### src/hw/rtl/mfv_pkg.sv
`timescale 1ns / 1ps

package mfv_pkg;

   localparam int MaxFrameDefault = 256;
   localparam int MinFrameDefault = 8;

   localparam int ByteW   = 8;
   localparam int ReasonW = 3;
   localparam int LenW    = 9;
   localparam int CrcW    = 16;

   localparam logic [CrcW-1:0] CrcInit = 16'hFFFF;
   localparam logic [CrcW-1:0] CrcPoly = 16'hA001;

   localparam logic [ByteW-1:0] AddressReset = 8'h01;

   localparam logic [ByteW-1:0] CharColon = 8'h3A;
   localparam logic [ByteW-1:0] CharCr    = 8'h0D;
   localparam logic [ByteW-1:0] CharLf    = 8'h0A;

   // ASCII frame layout: colon in front, CR LF behind, at least three hex-encoded bytes.
   localparam int AsciiMinLen   = 9;
   localparam int AsciiOverhead = 3;
   localparam int HexMinLen     = 4;
   localparam int HexStartCount = 3;

   localparam logic [ReasonW-1:0] ReasonOk        = 3'd0;
   localparam logic [ReasonW-1:0] ReasonShort     = 3'd1;
   localparam logic [ReasonW-1:0] ReasonStructure = 3'd2;
   localparam logic [ReasonW-1:0] ReasonBadHex    = 3'd3;
   localparam logic [ReasonW-1:0] ReasonAddress   = 3'd4;
   localparam logic [ReasonW-1:0] ReasonLrc       = 3'd5;
   localparam logic [ReasonW-1:0] ReasonCrc       = 3'd6;

   typedef struct packed {
      logic               last;
      logic               accepted;
      logic [ReasonW-1:0] reason;
      logic               is_ascii;
      logic [LenW-1:0]    length;
   } verdict_type;

   function automatic logic [CrcW-1:0] crc_byte(input logic [CrcW-1:0] crc,
                                                input logic [ByteW-1:0] b);
      logic [CrcW-1:0] c;
      c = crc ^ {{(CrcW-ByteW){1'b0}}, b};
      for (int k = 0; k < ByteW; k++) begin
         if (c[0]) begin
            c = (c >> 1) ^ CrcPoly;
         end else begin
            c = c >> 1;
         end
      end
      return c;
   endfunction

   // Upper-case hex digit to nibble; the top bit flags a character that is no digit.
   function automatic logic [4:0] hex_nibble(input logic [ByteW-1:0] c);
      logic [4:0] r;
      if (c >= 8'h30 && c <= 8'h39) begin
         r = {1'b0, c[3:0]};
      end else if (c >= 8'h41 && c <= 8'h46) begin
         r = {1'b0, 4'(c[3:0] + 4'd9)};
      end else begin
         r = 5'b10000;
      end
      return r;
   endfunction

endpackage

### src/hw/rtl/modbus_frame_validator.sv
`timescale 1ns / 1ps

// Modbus frame checker. Bytes arrive one item at a time with a mark on the last
// byte before the line falls silent; a frame also closes by force at MAX_FRAME bytes.
// Every closed frame yields one verdict item: accepted, a reason code (ok, short,
// ASCII structure, bad hex, address, LRC, CRC), the ASCII flag and the length in
// bytes (low nine bits). A frame opening with a colon is checked as ASCII with LRC,
// any other as RTU with CRC16. One byte is taken every cycle while no closing byte is held.
// A byte waits in the input register, and the byte-wide CRC and hex decode after it
// feed the result register, which drives the verdict outputs. While a verdict is
// stalled at the output, bytes that close no frame still move on, and only a closing
// byte holds the input until the verdict has gone. The user is to write the station
// address through the csr_ channel only while no frame is in flight; the block itself
// does not enforce it.
module modbus_frame_validator #(
   parameter int MAX_FRAME = mfv_pkg::MaxFrameDefault,
   parameter int MIN_FRAME = mfv_pkg::MinFrameDefault
) (
   input  logic                          clock,
   input  logic                          reset,

   input  logic                          req_valid,
   output logic                          req_stall,
   input  logic [mfv_pkg::ByteW-1:0]     req_data_byte,
   input  logic                          req_end_of_frame,

   output logic                          rsp_valid,
   input  logic                          rsp_stall,
   output logic                          rsp_accepted,
   output logic [mfv_pkg::ReasonW-1:0]   rsp_reason,
   output logic                          rsp_is_ascii,
   output logic [mfv_pkg::LenW-1:0]      rsp_frame_length,

   input  logic                          csr_valid,
   output logic                          csr_ready,
   input  logic [mfv_pkg::ByteW-1:0]     csr_slave_address
);

   logic                         in_valid_ff;
   logic [mfv_pkg::ByteW-1:0]    in_byte_ff;
   logic                         in_eof_ff;
   logic [mfv_pkg::ByteW-1:0]    addr_ff;
   logic                         rsp_valid_ff, rsp_valid_in;
   mfv_pkg::verdict_type         rsp_ff;
   mfv_pkg::verdict_type         verdict;
   logic                         out_free;
   logic                         consume;
   logic                         req_take;

   mfv_frame_state #(
      .MAX_FRAME (MAX_FRAME),
      .MIN_FRAME (MIN_FRAME)
   ) u_state (
      .clock         (clock),
      .reset         (reset),
      .step          (consume),
      .data_byte     (in_byte_ff),
      .end_of_frame  (in_eof_ff),
      .slave_address (addr_ff),
      .verdict       (verdict)
   );

   // A byte that closes no frame moves on even while a verdict waits at the output.
   assign out_free  = !rsp_valid_ff || !rsp_stall;
   assign consume   = in_valid_ff && (!verdict.last || out_free);
   assign req_stall = in_valid_ff && !consume;
   assign req_take  = req_valid && !req_stall;
   assign csr_ready = 1'b1;

   assign rsp_valid_in = (consume && verdict.last) || (rsp_valid_ff && rsp_stall);

   always_ff @(posedge clock) begin
      if (reset) begin
         in_valid_ff  <= 1'b0;
         rsp_valid_ff <= 1'b0;
         addr_ff      <= mfv_pkg::AddressReset;
      end else begin
         in_valid_ff  <= req_take || (in_valid_ff && !consume);
         rsp_valid_ff <= rsp_valid_in;
         if (csr_valid && csr_ready) begin
            addr_ff <= csr_slave_address;
         end
      end
   end

   always_ff @(posedge clock) begin
      if (req_take) begin
         in_byte_ff <= req_data_byte;
         in_eof_ff  <= req_end_of_frame;
      end
      if (consume && verdict.last) begin
         rsp_ff <= verdict;
      end
   end

   assign rsp_valid        = rsp_valid_ff;
   assign rsp_accepted     = rsp_ff.accepted;
   assign rsp_reason       = rsp_ff.reason;
   assign rsp_is_ascii     = rsp_ff.is_ascii;
   assign rsp_frame_length = rsp_ff.length;

   a_verdict_lands: assert property (@(posedge clock) disable iff (reset)
      (consume && verdict.last) |=> rsp_valid_ff)
      else $error("closing byte consumed but no verdict registered");

   a_accept_matches_reason: assert property (@(posedge clock) disable iff (reset)
      rsp_valid_ff |-> (rsp_ff.accepted == (rsp_ff.reason == mfv_pkg::ReasonOk)))
      else $error("accepted flag disagrees with reason code");

   a_no_overwrite: assert property (@(posedge clock) disable iff (reset)
      (rsp_valid_ff && rsp_stall) |-> !(consume && verdict.last))
      else $error("waiting verdict overwritten");

endmodule

### src/hw/rtl/mfv_frame_state.sv
`timescale 1ns / 1ps

module mfv_frame_state #(
   parameter int MAX_FRAME = mfv_pkg::MaxFrameDefault,
   parameter int MIN_FRAME = mfv_pkg::MinFrameDefault
) (
   input  logic                          clock,
   input  logic                          reset,
   input  logic                          step,
   input  logic [mfv_pkg::ByteW-1:0]     data_byte,
   input  logic                          end_of_frame,
   input  logic [mfv_pkg::ByteW-1:0]     slave_address,
   output mfv_pkg::verdict_type          verdict
);

   localparam int CountW = $clog2(MAX_FRAME + 1);

   logic [CountW-1:0]          cnt_ff, cnt_in;
   logic [mfv_pkg::CrcW-1:0]   crc_ff, crc_in;
   logic                       ascii_ff, ascii_in;
   logic [mfv_pkg::ByteW-1:0]  tail0_ff, tail0_in;
   logic [mfv_pkg::ByteW-1:0]  tail1_ff, tail1_in;
   logic [3:0]                 high_ff, high_in;
   logic                       phase_ff, phase_in;
   logic [mfv_pkg::ByteW-1:0]  addr_ff, addr_in;
   logic                       seen_ff, seen_in;
   logic [mfv_pkg::ByteW-1:0]  lrc_ff, lrc_in;
   logic                       bad_ff, bad_in;

   logic                       first;
   logic                       take;
   logic [4:0]                 nib;
   logic [mfv_pkg::ByteW-1:0]  decoded;
   logic                       last;
   logic [mfv_pkg::ReasonW-1:0] reason;
   logic [CountW+mfv_pkg::LenW-1:0] len_ext;

   always_comb begin
      first    = (cnt_ff == '0);
      take     = !first && ascii_ff && (cnt_ff >= CountW'(mfv_pkg::HexStartCount));
      nib      = mfv_pkg::hex_nibble(tail1_ff);
      decoded  = {high_ff, nib[3:0]};

      ascii_in = first ? (data_byte == mfv_pkg::CharColon) : ascii_ff;
      addr_in  = addr_ff;
      seen_in  = seen_ff;
      high_in  = high_ff;
      phase_in = phase_ff;
      lrc_in   = lrc_ff;
      bad_in   = bad_ff;

      if (first && (data_byte != mfv_pkg::CharColon)) begin
         addr_in = data_byte;
      end

      // A character is decoded once two later bytes have arrived, so CR LF never are.
      if (take) begin
         bad_in = bad_ff | nib[4];
         if (!phase_ff) begin
            high_in  = nib[3:0];
            phase_in = 1'b1;
         end else begin
            phase_in = 1'b0;
            lrc_in   = lrc_ff + decoded;
            if (!seen_ff) begin
               addr_in = decoded;
               seen_in = 1'b1;
            end
         end
      end

      crc_in   = mfv_pkg::crc_byte(crc_ff, data_byte);
      tail1_in = tail0_ff;
      tail0_in = data_byte;
      cnt_in   = cnt_ff + 1'b1;
      last     = end_of_frame || (cnt_in == CountW'(MAX_FRAME));

      if (cnt_in < CountW'(MIN_FRAME)) begin
         reason = mfv_pkg::ReasonShort;
      end else if (ascii_in) begin
         if (cnt_in < CountW'(mfv_pkg::AsciiMinLen) || tail1_in != mfv_pkg::CharCr ||
             tail0_in != mfv_pkg::CharLf) begin
            reason = mfv_pkg::ReasonStructure;
         end else if (!cnt_in[0] ||
                      cnt_in < CountW'(mfv_pkg::AsciiOverhead + mfv_pkg::HexMinLen)) begin
            // The hex payload is the length less three, odd exactly when the length is even.
            reason = mfv_pkg::ReasonStructure;
         end else if (bad_in) begin
            reason = mfv_pkg::ReasonBadHex;
         end else if (addr_in != slave_address) begin
            reason = mfv_pkg::ReasonAddress;
         end else if (lrc_in != '0) begin
            reason = mfv_pkg::ReasonLrc;
         end else begin
            reason = mfv_pkg::ReasonOk;
         end
      end else if (addr_in != slave_address) begin
         reason = mfv_pkg::ReasonAddress;
      end else if (crc_in != '0) begin
         reason = mfv_pkg::ReasonCrc;
      end else begin
         reason = mfv_pkg::ReasonOk;
      end

      len_ext          = {{mfv_pkg::LenW{1'b0}}, cnt_in};
      verdict.last     = last;
      verdict.accepted = (reason == mfv_pkg::ReasonOk);
      verdict.reason   = reason;
      verdict.is_ascii = ascii_in;
      verdict.length   = len_ext[mfv_pkg::LenW-1:0];
   end

   always_ff @(posedge clock) begin
      if (reset || (step && last)) begin
         cnt_ff   <= '0;
         crc_ff   <= mfv_pkg::CrcInit;
         ascii_ff <= 1'b0;
         tail0_ff <= '0;
         tail1_ff <= '0;
         high_ff  <= '0;
         phase_ff <= 1'b0;
         addr_ff  <= '0;
         seen_ff  <= 1'b0;
         lrc_ff   <= '0;
         bad_ff   <= 1'b0;
      end else if (step) begin
         cnt_ff   <= cnt_in;
         crc_ff   <= crc_in;
         ascii_ff <= ascii_in;
         tail0_ff <= tail0_in;
         tail1_ff <= tail1_in;
         high_ff  <= high_in;
         phase_ff <= phase_in;
         addr_ff  <= addr_in;
         seen_ff  <= seen_in;
         lrc_ff   <= lrc_in;
         bad_ff   <= bad_in;
      end
   end

   a_count_below_max: assert property (@(posedge clock) disable iff (reset)
      cnt_ff < CountW'(MAX_FRAME))
      else $error("frame byte count reached the forced end without closing the frame");

   a_rtu_no_hex_state: assert property (@(posedge clock) disable iff (reset)
      !ascii_ff |-> (!phase_ff && !bad_ff && !seen_ff && lrc_ff == '0))
      else $error("hex decoding state moved outside an ASCII frame");

   a_clean_frame_start: assert property (@(posedge clock) disable iff (reset)
      cnt_ff == '0 |-> (crc_ff == mfv_pkg::CrcInit && !ascii_ff && tail0_ff == '0))
      else $error("frame state not cleared at a frame start");

endmodule
### config.mk
export PLATFORM = sky130hd
export DESIGN_NAME = modbus_frame_validator
export DESIGN_NICKNAME = d
export VERILOG_FILES = /design/src/hw/rtl/mfv_pkg.sv /design/src/hw/rtl/modbus_frame_validator.sv /design/src/hw/rtl/mfv_frame_state.sv
export SDC_FILE = /design/constraint.sdc
export NUM_CORES = 1
export LEC_CHECK = 0
export BUFFER_PORTS_ARGS = -buffer_cell sky130_fd_sc_hd__buf_2
export CAP_MARGIN = 20
export CORE_UTILIZATION = 60
export CTS_CLUSTER_SIZE = 30
export DETAILED_ROUTE_END_ITERATION = 10
export PLACE_DENSITY_LB_ADDON = 0.2
export SLEW_MARGIN = 20
export SYNTH_ARGS = -nofsm -noshare
export SYNTH_HDL_FRONTEND = slang
export SYNTH_SLANG_ARGS = --single-unit
### constraint.sdc
create_clock -name clock -period 4.1 [get_ports clock]
set_input_delay 0.615 -clock clock [delete_from_list [all_inputs] [get_ports clock]]
set_output_delay 0.615 -clock clock [all_outputs]
set_load 0.01 [all_outputs]
Yosys cells after proc, flatten, opt, wreduce, memory -nomap -nowiden. Cells that the tools add are included.

$add $sub $neg: 3. Multiply operators: 0. Div/mod/pow operators: 0. $lt $le $gt $ge: 8. Eq/ne operators: 6. Shift-type cells: 0. Muxes and demuxes: 28. Bitwise operators: 11. Reduce and logical (&&, ||, !) cells: 33.

Operators with widths (number): 16-bit two-way mux (8); 8-bit two-way mux (6); 3-bit two-way mux (9); 2-bit NOT with 3-bit output (8); 9-bit by 4-bit < comparator with 1-bit output, second input constant (2); 8-bit by 4-bit != test with 1-bit output, second input constant (2); 16-bit nonzero test (1); 16-bit by 8-bit XOR with 16-bit output (1); 1-bit logical AND (10); 5-bit two-way mux (2); 9-bit by 1-bit adder with 9-bit output, second input constant (1); 9-bit == test, second input constant (1); 9-bit by 2-bit greater-or-equal comparator with 1-bit output, second input constant (1); 9-bit zero test (1); 1-bit logical OR (9); 9-bit by 3-bit < comparator with 1-bit output, second input constant (1); 8-bit adder (1); 8-bit by 6-bit == test with 1-bit output, second input constant (1); 8-bit by 6-bit greater-or-equal comparator with 1-bit output, second input constant (1); 8-bit by 7-bit greater-or-equal comparator with 1-bit output, second input constant (1); 8-bit by 6-bit less-or-equal comparator with 1-bit output, second input constant (1); 8-bit by 7-bit less-or-equal comparator with 1-bit output, second input constant (1); 8-bit by 6-bit != test with 1-bit output, second input constant (1); 8-bit != test (1); other kinds (9) (18).

Bits in registers: 98. Latch bits: 0. RAM bits: 0. ROM bits: 0. Input port bits: 22. Output and inout port bits: 17. Logic and storage cells: 109. Memories kept: 0.

Longest topological paths before layout. Gate-level depths: netlist (run 1).

Depth in word-level cells: 23. Gate-level depth with buffers: 15. Gate-level depth less buffers: 15.

Cells and area by module. Synthesis (run 1) repeated with hierarchy kept, for this count alone.

Cell total of the unflattened synthesis: 547. Area, all modules: 5096.1 um^2.

Modules (own cells, without submodules): mfv_frame_state (times used 1, cells an instance 483, area each 4011.3 um^2, seq. area each 1301.2 um^2); modbus_frame_validator (times used 1, cells an instance 64, area each 1084.8 um^2, seq. area each 890.9 um^2).

Least setup slack after synthesis (run 1). OpenSTA, ideal clock, no wires.

Path type: reg2reg. Start: register u_state.tail1_ff[1] in the netlist's numbering. End: register rsp_ff, in the netlist rsp_reason[2], data pin. Library setup time: 0.271 ns. Arrival time: 3.531 ns. Required time: 3.829 ns. Setup slack: 0.299 ns. Cell stages (with the launch flop): 16. Buffers on the path: 0. Period minus slack after synthesis: 3.801 ns. Cells stage by stage: dfxtp_1 > inv_1 > ha_1 > nor3b_2 > nor4b_4 > and4bb_2 > or2_2 > ha_1 > o21ai_0 > o21ai_0 > a21o_1 > a2111oi_0 > o21a_1 > o221ai_1 > o41ai_1 > o31ai_1.

Cells in the longest elaborated chain, start to end: 15. Elaborated cells between the ends (all ways): 27. Classes of those cells: add/sub (2); order compare (4); eq/ne (1); mux (16); bitwise (1); reduce/logical (3).

Ends and longest elaborated chain: from (decl) (RTL line mfv_frame_state.sv:22) `logic [mfv_pkg::ByteW-1:0] tail1_ff, tail1_in;`; from (signal assigned) (RTL line mfv_frame_state.sv:131) `tail1_ff <= tail1_in;`; 8-bit by 7-bit greater-or-equal comparator with 1-bit output / 8-bit by 7-bit less-or-equal comparator with 1-bit output (equally long branches) (RTL line mfv_pkg.sv:63) `end else if (c >= 8'h41 && c <= 8'h46) begin`; 1-bit logical AND (RTL line mfv_pkg.sv:63); 5-bit two-way mux (RTL line mfv_pkg.sv:63); 5-bit two-way mux * (RTL line mfv_pkg.sv:61) `if (c >= 8'h30 && c <= 8'h39) begin`; named net u_state.nib[2] (RTL line mfv_frame_state.sv:32) `logic [4:0] nib;`; 8-bit adder (RTL line mfv_frame_state.sv:64) `lrc_in = lrc_ff + decoded;`; 8-bit two-way mux (RTL line mfv_frame_state.sv:59) `if (!phase_ff) begin`; 8-bit two-way mux (RTL line mfv_frame_state.sv:57) `if (take) begin`; 8-bit nonzero test (RTL line mfv_frame_state.sv:92) `end else if (lrc_in != '0) begin`; 3-bit two-way mux (RTL line mfv_frame_state.sv:92); 3-bit two-way mux (RTL line mfv_frame_state.sv:90) `end else if (addr_in != slave_address) begin`; 3-bit two-way mux (RTL line mfv_frame_state.sv:88) `end else if (bad_in) begin`; 3-bit two-way mux (RTL line mfv_frame_state.sv:84) `end else if (!cnt_in[0] ||`; 3-bit two-way mux (RTL line mfv_frame_state.sv:81) `if (cnt_in < CountW'(mfv_pkg::AsciiMinLen) || tail1_in != mfv_pkg::CharCr ||`; 3-bit two-way mux * (RTL line mfv_frame_state.sv:80) `end else if (ascii_in) begin`; 3-bit two-way mux * (RTL line mfv_frame_state.sv:78) `if (cnt_in < CountW'(MIN_FRAME)) begin`; named net u_state.reason, one bit (RTL line mfv_frame_state.sv:35) `logic [mfv_pkg::ReasonW-1:0] reason;`; to (signal assigned) (RTL line modbus_frame_validator.sv:92) `rsp_ff <= verdict;`; to (decl) (RTL line modbus_frame_validator.sv:44) `mfv_pkg::verdict_type rsp_ff;`.

The timed path passes the listed nets; every way through them passes the cells marked *. A chain may end at the register's enable or synchronous reset.

Final worst setup path (run 1). Same ends and word-level chain as after synthesis.

==> results of run 1 <==
==> flip-flops by register name, summed over array words and instances, names as in the netlist, 3 cells and up <==
signal,count
u_state.lrc_ff,8
u_state.high_ff,4
u_state.cnt_ff,9
addr_ff,8
u_state.addr_ff,8
u_state.tail1_ff,8
u_state.crc_ff,16
rsp_reason,3
rsp_frame_length,9
u_state.tail0_ff,8
in_byte_ff,8
==> synth_stat cells (10+ instances only) <==
library cell,number
mux2i_1,11
nor3_1,17
nand3_1,16
a21oi_1,29
xor2_1,17
ha_1,15
dfxtp_1,75
a21oi_2,10
nor2_1,65
o21ai_0,22
inv_1,15
xnor2_1,31
edfxtp_1,23
clkbuf_1,15
o211ai_1,12
nand2_1,78
==> worst reg2reg max path: stages (launching register included) <==
cell	delay [ps]
dfxtp_2	410
inv_1	80
ha_1	240
o21bai_1	230
a21oi_1	140
mux2_2	320
ha_1	240
fa_1	480
a21oi_1	200
o21bai_1	90
xor2_1	160
or4_1	430
nor4_2	200
o221ai_2	170
o41ai_2	320
o31ai_1	110
==> routing by layer <==
layer / part of all wire, % / wire length [um]
met1: 47 / 5520
met2: 47 / 5530
met3: 4.3 / 503
met4: 2.4 / 286
met5: 0 / 0
==> cell families after synthesis <==
group | after synthesis | synth area share, %
adders and majority gates | 16 | 4.03
other | 1 | 0.0728
muxes | 13 | 2.57
and+or+nand+nor | 234 | 22.5
buffers and inverters | 43 | 3.84
DFF | 98 | 42.5
AOI/OAI and AO/OA | 122 | 16.3
xor gates and xnor gates | 48 | 8.16
==> stage by stage <==
step / setup slack, ps / util [%] / instances / area (um^2)
after floorplan: 299 / - / 575 / 5150
after global placement: 114 / 65.4 / 699 / 5400
after detailed placement: -60.3 / 65.4 / 699 / 5400
after CTS: 0.339 / 68.0 / 715 / 5620
after global routing: -144 / 68.3 / 715 / 5640
final: 51.9 / 68.3 / 715 / 5640
==> repair_timing <==
action	CTS	global route
pin swaps	1	1
endpoints found under the hold margin	0	0
buffers inserted	0	0
setup endpoints to repair	1	13
gates resized for setup	6	6
==> power by group <==
group          leakage [nW]  internal [mW]  switching, mW
Sequential            0.826           1.03         0.0340
Clock                0.0831          0.243          0.358
Combinational          1.32          0.129          0.200
Total                  2.23           1.40          0.593
==> worst paths after layout <==
check                           cells past startpoint  slack [ps]                   to                start
worst max register to register                     15          50        rsp_reason[2]  u_state.tail1_ff[1]
worst min register to register                      2         480  u_state.tail1_ff[7]  u_state.tail0_ff[7]
worst min-delay path                                1         410        in_byte_ff[3]     req_data_byte[3]
worst max-delay path                               15          50        rsp_reason[2]  u_state.tail1_ff[1]
==> final cells by class <==
type	count	share of cell area [%]
sequential	98	38.9
multi-input combinational	434	49.8
timing repair buffer	47	4.62
clock buffer	10	2.44
tap	105	2.33
clock inverter	6	0.888
inverter	15	0.999
==> results.json, run 1 <==
{
  "ant_nets": 0,
  "yosysTopAreaCell": "dfxtp_1",
  "vias": 4289,
  "hold_slack_ps": 407,
  "cp_slowest_cell": "fa_1",
  "layout_min_cycle_time_ps": 4050,
  "path_buf_inv": 1,
  "setup_violations": 0,
  "antenna_found_initial": 0,
  "cts_sinks": 98,
  "path_cells": "inv_1, ha_1, o21bai_1, a21oi_1, mux2_2, ha_1, fa_1, a21oi_1, o21bai_1, xor2_1, or4_1, nor4_2, o221ai_2, o41ai_2, o31ai_1",
  "globalRouteMet3Util_pct": 3.95,
  "use_met2_pct": 44.2,
  "routedWlPerCell_um": 16.6,
  "ys_top_cells_by_area": "dfxtp_1 (29%), edfxtp_1 (13%), nand2_1 (5.7%), xnor2_1 (5.3%), nor2_1 (4.7%)",
  "syn_nets": 613,
  "tritoncts": "yes",
  "tightest_slew_ps": 781,
  "maxSlewViolCount": 0,
  "place_congestion": 0.923,
  "area_growth_pct": 9.40,
  "powerDensity_nw_per_um2": 353,
  "status": "complete, no violations",
  "grt_usage_pct": 28.0,
  "synth_edf_count": 23,
  "grt_max_degree": 62,
  "cts_buffers": 9,
  "drtPass1Iterations": 4,
  "die_w_um": 94.7,
  "netlist_instances": 575,
  "multi_input_area_um2": 2810,
  "rsz0062_at_grt": "yes",
  "htreeDepth": 3,
  "synth_top_flop_cell": "dfxtp_1",
  "drc": 0,
  "path_class": "reg2reg",
  "yosysTopAreaCellShare_pct": 29.1,
  "grt_pass1_wl_um": 19200,
  "path_max_fanout": 7,
  "die_h_um": 94.7,
  "grtUsageMet1_pct": 38.0,
  "hp-class": "in2reg",
  "critPathMaxStageDelay_ps": 480,
  "crit_family": "compound AO/OA/AOI/OAI gates",
  "finalNetCount": 643,
  "num_io_pins": 39,
  "drive_gt1_share_pct": 16.4,
  "core_um2": 8260,
  "cap_violations": 0,
  "leakage_nw": 2.23,
  "clockRootBuffer": "clkbuf_8",
  "yosys_warnings": 0,
  "hold_viol_final": 0,
  "area.sequential_um2": 2190,
  "fin_setup_tns_ps": 0,
  "start_util_pct": 62.4,
  "fmax_mhz": 247,
  "overflow": 0,
  "post_synth.cell_area_avg_um2": 8.96,
  "dpl.hpwl_um": 8580,
  "vias_per_cell": 6.00,
  "max-slew-margin-rel_pct": 47.9,
  "path_clk_slew_ps": 100,
  "drt_wl_total_um": 11800,
  "fin_skew_ps": 12.5,
  "busiest_layer": "met2",
  "rows": 33,
  "die_area_um2": 8960,
  "fin_crit_sh_pct": 98.7,
  "ir_drop_uv": 240,
  "arrival_ps": 4170,
  "final_common_cell": "nand2_1",
  "final_cell_mix": "nand2_1 (78), dfxtp_1 (73), nor2_1 (65), buf_2 (37), xnor2_1 (31)",
  "crit_required_ps": 4220,
  "clk_path_buf_depth": 2,
  "drt-initial-drc-count": 254,
  "synthArstFlopShare_pct": 0,
  "endpoint_kind": "flop",
  "grt_pass1_vias": 4021,
  "ys_ff_latch": 98,
  "ys_types": 65,
  "numPortBuffers": 37,
  "fill_cells": 682,
  "antennaDiodeCount": 0,
  "netlist_area_um2": 5150,
  "worst_setup_path_start_kind": "flop",
  "synth-seq-area-share_pct": 42.5,
  "postCtsHoldBufs": 0,
  "clkLatencyLatePin_ps": 380,
  "p_total_mw": 1.99
}
(Power assumes the default switching activity.)
==> run 2, diff against run 1 <==
--- a/config.mk
+++ b/config.mk
@@ -5,12 +5,14 @@
 export SDC_FILE = /design/constraint.sdc
 export NUM_CORES = 1
 export LEC_CHECK = 0
+export ABC_AREA = 1
 export BUFFER_PORTS_ARGS = -buffer_cell sky130_fd_sc_hd__buf_2
 export CAP_MARGIN = 20
 export CORE_UTILIZATION = 60
 export CTS_CLUSTER_SIZE = 30
 export DETAILED_ROUTE_END_ITERATION = 10
 export PLACE_DENSITY_LB_ADDON = 0.2
+export SKIP_LAST_GASP = 1
 export SLEW_MARGIN = 20
 export SYNTH_ARGS = -nofsm -noshare
 export SYNTH_HDL_FRONTEND = slang
==> results.json, run 2 <==
{
  "synth_edf_count": 23,
  "drc": 0,
  "intPower_mw": 1.41,
  "num_io_pins": 39,
  "top_register": "u_state.crc_ff",
  "drt-initial-drc-count": 294,
  "path_max_fanout": 7,
  "ys_ff_latch": 98,
  "clk_path_buf_depth": 2,
  "pwr-share-comb_pct": 13.8,
  "synth-seq-area-share_pct": 41.8,
  "cpMostUsedCell": "nand2_1",
  "syn_nets": 759,
  "numPortBuffers": 37,
  "final_cell_mix": "nand2_1 (244), dfxtp_1 (75), inv_1 (72), a21oi_1 (57), nor2_1 (55)",
  "max-slew-margin-rel_pct": 44.9,
  "drtPass1Iterations": 7,
  "status": "complete, no violations",
  "fin_setup_tns_ps": 0,
  "utilization_pct": 67.8,
  "placed_cells": 846,
  "crit_family": "simple AND/OR/NAND/NOR gates",
  "cts_buffers": 9,
  "ys_types": 35,
  "synth_top_flop_cell": "dfxtp_1",
  "critPathMaxStageDelay_ps": 490,
  "antennaDiodeCount": 0,
  "endpoint_kind": "flop",
  "fin_cells": 862,
  "hold_slack_ps": 420,
  "tightest_slew_ps": 825,
  "antenna_found_initial": 0,
  "fin_crit_sh_pct": 87.8,
  "crit_required_ps": 4200,
  "finalNetCount": 790,
  "fmax_mhz": 278,
  "netlist_instances": 721,
  "path_cells": "inv_1, ha_1, o21ai_0, nand2_1, nand2_1, nand2_1, nand2_1, nor2_1, ha_1, fa_1, nand4_1, nand3_1, nand2_1, nand3_1, nand2_1, nand3_1, nor2_1, nand2_1, o21ai_0, a21oi_1",
  "power_frac_seq_pct": 54.0,
  "synth.most_common_cell": "nand2_1",
  "grt_pass1_vias": 4500,
  "place_ws_ps": 556,
  "vias": 4752,
  "final_common_cell": "nand2_1",
  "postCtsHoldBufs": 0,
  "ant_nets": 0,
  "path_class": "reg2reg",
  "switching_share_pct": 27.6,
  "p_total_mw": 1.94,
  "fin_skew_ps": 11.2,
  "start_util_pct": 62.9,
  "vias_per_cell": 5.51,
  "p_clk_share_pct": 32.2,
  "dpl.hpwl_um": 8740,
  "path_buf_inv": 1,
  "clkLatencyLatePin_ps": 360,
  "netlist_area_um2": 5250,
  "htreeDepth": 3,
  "area_growth_pct": 7.77,
  "layout_min_cycle_time_ps": 3600,
  "final_area_um2": 5660,
  "ys_top_cells_by_area": "dfxtp_1 (29%), nand2_1 (17%), edfxtp_1 (13%), a21oi_1 (5.4%), inv_1 (5.1%)",
  "cts_setup_buffers": 0,
  "worst_slack_ps": 499,
  "die_w_um": 95.5,
  "hold_viol_final": 0,
  "cts_sinks": 98,
  "die_h_um": 95.5,
  "place_congestion": 0.911,
  "drt_wl_total_um": 12000,
  "worst_setup_path_start_kind": "flop",
  "cap_violations": 0,
  "grt_max_degree": 49,
  "yosys_warnings": 0,
  "setup_violations": 0,
  "hp-class": "in2reg",
  "cp_slowest_cell": "fa_1",
  "tritoncts": "yes",
  "yosysTopAreaCellShare_pct": 28.6,
  "routedWlPerCell_um": 13.9,
  "synth_common_cells": "nand2_1 (244), dfxtp_1 (75), inv_1 (72)",
  "drive_gt1_share_pct": 9.51,
  "power_switching_mw": 0.536,
  "rsz0062_at_grt": "no",
  "powerDensity_nw_per_um2": 343,
  "post_synth.cell_area_avg_um2": 7.28,
  "ctsResizeCount": 0,
  "ir_drop_uv": 198,
  "place_area_um2": 5460,
  "rows": 33,
  "path_clk_slew_ps": 100,
  "grt_pass1_wl_um": 19800,
  "synthArstFlopShare_pct": 0,
  "die_area_um2": 9130,
  "maxSlewViolCount": 0,
  "leakage_nw": 2.60,
  "arrival_ps": 3700,
  "grt_usage_pct": 28.3,
  "clockRootBuffer": "clkbuf_8",
  "largest_register_ffs": 16,
  "overflow": 0,
  "yosysTopAreaCell": "dfxtp_1",
  "core_um2": 8340
}
run 2: changes by cell type in the layout (fill, tap and decap cells not counted), sizes merged, moves of 7 or more:
| cell | before | now |
|---|---|---|
| a21oi | 39 | 57 |
| nor2 | 67 | 60 |
| xnor2 | 31 | 15 |
| a211oi | 9 | 0 |
| buf | 47 | 40 |
| inv | 17 | 73 |
| nor3 | 17 | 5 |
| mux2i | 11 | 0 |
| or3 | 7 | 0 |
| nand2 | 79 | 249 |
| o22ai | 7 | 0 |
| nand3 | 16 | 53 |
| and3 | 7 | 0 |
run 2: final cells by class:
class,instances,area (um^2)
Inverter,73,274
Sequential cell,98,2190
Clock buffer,13,181
Timing Repair Buffer,40,208
Fill cell,704,2680
Clock inverter,3,18.8
Multi-Input combinational cell,530,2650
Tap cell,105,131
run 2: layer usage:
| metal | vias up | part of all wire [%] | GRT usage, % |
|---|---|---|---|
| li1 | 2400 | - | - |
| met5 | - | 0 | 0 |
| met2 | 177 | 47 | 48.9 |
| met1 | 2137 | 44 | 33.9 |
| met3 | 38 | 5.4 | 4.23 |
| met4 | 0 | 4.0 | 14.7 |
run 2: power by group through the flow:
stage / clock, mW / combinational [mW] / sequential [mW]
after floorplan: 0 / 0.201 / 1.07
after global placement: 0 / 0.251 / 1.07
after detailed placement: 0 / 0.259 / 1.07
after CTS: 0.633 / 0.264 / 1.05
after global routing: 0.667 / 0.297 / 1.05
final: 0.625 / 0.268 / 1.05
run 2: logic make-up after synthesis:
logic type / after synthesis / share of synthesized area [%]
buf+inv: 93 / 7.72
simple gates: 389 / 31.5
fa+ha+maj: 16 / 3.96
other cells: 1 / 0.0714
flops: 98 / 41.8
compound gates: 97 / 10.5
xor+xnor: 27 / 4.50
run 2: worst paths after layout:
check,start,to,slack (ps),cells after the start
min,req_end_of_frame,in_eof_ff,420,1
max,u_state.tail1_ff[1],rsp_reason[2],500,20
min reg2reg,u_state.addr_ff[7],u_state.addr_ff[7],470,2
max reg2reg,u_state.tail1_ff[1],rsp_reason[2],500,20
==> run 3, diff against run 2 <==
--- a/config.mk
+++ b/config.mk
@@ -11,6 +11,7 @@
 export CORE_UTILIZATION = 60
 export CTS_CLUSTER_SIZE = 30
 export DETAILED_ROUTE_END_ITERATION = 10
+export MAX_ROUTING_LAYER = met4
 export PLACE_DENSITY_LB_ADDON = 0.2
 export SKIP_LAST_GASP = 1
 export SLEW_MARGIN = 20
==> results.json, run 3 (synthesized netlist as in run 2, its figures left out) <==
{
  "status": "complete, no violations",
  "top_register": "u_state.crc_ff",
  "path_max_fanout": 7,
  "grt_usage_pct": 27.8,
  "min_from": "req_data_byte[3]",
  "hold_viol_final": 0,
  "reg2reg_to": "rsp_reason[2]",
  "fin_cells": 861,
  "drc": 0,
  "place_area_um2": 5460,
  "crit_cells": 20,
  "drt-initial-drc-count": 373,
  "area_growth_pct": 7.89,
  "ant_nets": 0,
  "die_area_um2": 9130,
  "clkLatencyLatePin_ps": 370,
  "core_um2": 8340,
  "ir_drop_uv": 239,
  "tightest_slew_ps": 809,
  "grt_max_degree": 49,
  "rsz0062_at_grt": "no",
  "cp_slowest_cell": "fa_1",
  "largest_register_ffs": 16,
  "fin_skew_ps": 10.6,
  "placed_cells": 845,
  "endpoint_kind": "flop",
  "htreeDepth": 3,
  "critPathLaunch": "u_state.tail1_ff[0]",
  "clockRootBuffer": "clkbuf_8",
  "ctsResizeCount": 0,
  "die_w_um": 95.5,
  "num_io_pins": 39,
  "final_area_um2": 5660,
  "cts_buffers": 9,
  "tritoncts": "yes",
  "grt_pass1_vias": 4198,
  "antenna_found_initial": 0,
  "layout_min_cycle_time_ps": 3620,
  "leakage_nw": 2.60,
  "drive_gt1_share_pct": 9.52,
  "hp-class": "in2reg",
  "fin_crit_sh_pct": 88.3,
  "numPortBuffers": 37,
  "dpl.hpwl_um": 8480,
  "cpMostUsedCell": "nand2_1",
  "clk_path_buf_depth": 2,
  "place_congestion": 0.922,
  "die_h_um": 95.5,
  "cap_violations": 0,
  "arrival_ps": 3720,
  "drtPass1Iterations": 5,
  "setup_violations": 0,
  "powerDensity_nw_per_um2": 345,
  "reg2reg_slack_ps": 480,
  "grt_pass1_wl_um": 18900,
  "critPathMaxStageDelay_ps": 490,
  "utilization_pct": 67.9,
  "final_common_cell": "nand2_1",
  "path_clk_slew_ps": 100,
  "rows": 33,
  "path_cells": "inv_1, ha_1, o21ai_0, nand2_1, nand2_1, nand2_1, nand2_1, nor2_1, ha_1, fa_1, nand4_1, nand3_1, nand2_1, nand3_1, nand2_1, nand3_1, nor2_1, nand2_1, o21ai_0, a21oi_1",
  "vias": 4728,
  "crit_family": "simple AND/OR/NAND/NOR gates",
  "fmax_mhz": 276,
  "overflow": 0,
  "path_class": "reg2reg",
  "crit_required_ps": 4200,
  "antennaDiodeCount": 0,
  "cts_setup_buffers": 0,
  "path_buf_inv": 1,
  "final_cell_mix": "nand2_1 (244), dfxtp_1 (75), inv_1 (72), a21oi_1 (57), nor2_1 (55)",
  "max-slew-margin-rel_pct": 46.0,
  "routedWlPerCell_um": 13.6,
  "start_util_pct": 62.9,
  "fin_setup_tns_ps": 0,
  "postCtsHoldBufs": 0,
  "vias_per_cell": 5.49,
  "worst_setup_path_start_kind": "flop",
  "maxSlewViolCount": 0,
  "worstRegToRegCells": 20,
  "drt_wl_total_um": 11700,
  "endpoint": "rsp_reason[2]",
  "worstReg2RegStart": "u_state.tail1_ff[0]",
  "cts_sinks": 98,
  "finalNetCount": 789
}
==> run 3: changes by cell type in the layout (fill, tap and decap cells not counted), sizes merged <==
| cell | delta |
|---|---|
| buf | -1 |
| bufinv | +1 |
| clkbuf | -3 |
| clkinv | -2 |
| clkinvlp | +2 |
| inv | +2 |
==> run 3: cell type report <==
type	count	area [um^2]
sequential	98	2190
tap	105	131
fill	719	2680
clock inverter	6	73.8
clock buffer	10	128
timing repair buffer	39	213
inverter	73	274
multi-input combinational	530	2650
==> run 3: worst min path at each step <==
| stage | cells after the start | slack [ps] | end |
|---|---|---|---|
| after floorplan | 1 | 440 | u_state.seen_ff |
| after global placement | 1 | 450 | u_state.seen_ff |
| after detailed placement | 2 | 460 | u_state.addr_ff[4] |
| after CTS | 1 | 400 | in_byte_ff[5] |
| after global routing | 1 | 400 | in_byte_ff[5] |
| final | 1 | 410 | in_byte_ff[3] |
==> run 3: worst register-to-register path: stages, from the launching register on <==
cell     delay [ps]
dfxtp_1         440
inv_1           120
ha_1            220
o21ai_0         200
nand2_1         110
nand2_1         190
nand2_1         100
nand2_1          70
nor2_1           70
ha_1            230
fa_1            490
nand4_1         160
nand3_1          90
nand2_1          60
nand3_1         100
nand2_1          90
nand3_1          70
nor2_1          100
nand2_1          90
o21ai_0         260
a21oi_1         100
==> run 3: through the flow <==
step / hold slack, ps / total power, mW / setup slack [ps]
after global placement: 449 / 1.32 / 691
final: 413 / 1.95 / 481
after CTS: 405 / 1.96 / 468
after detailed placement: 455 / 1.33 / 497
after floorplan: 441 / 1.27 / 976
after global routing: 400 / 2.03 / 120
==> run 3: power breakdown <==
part / total, mW / switching [mW] / leakage, nW / internal (mW)
logic: 0.262 / 0.171 / 1.67 / 0.0906
clock network: 0.640 / 0.350 / 0.0950 / 0.290
registers: 1.05 / 0.0269 / 0.833 / 1.02
==> run 3: layer usage <==
layer	global-route usage (%)	routed length, um
met1	34.0	5060
met2	45.3	5650
met3	3.83	627
met4	13.4	388
met5	-	0
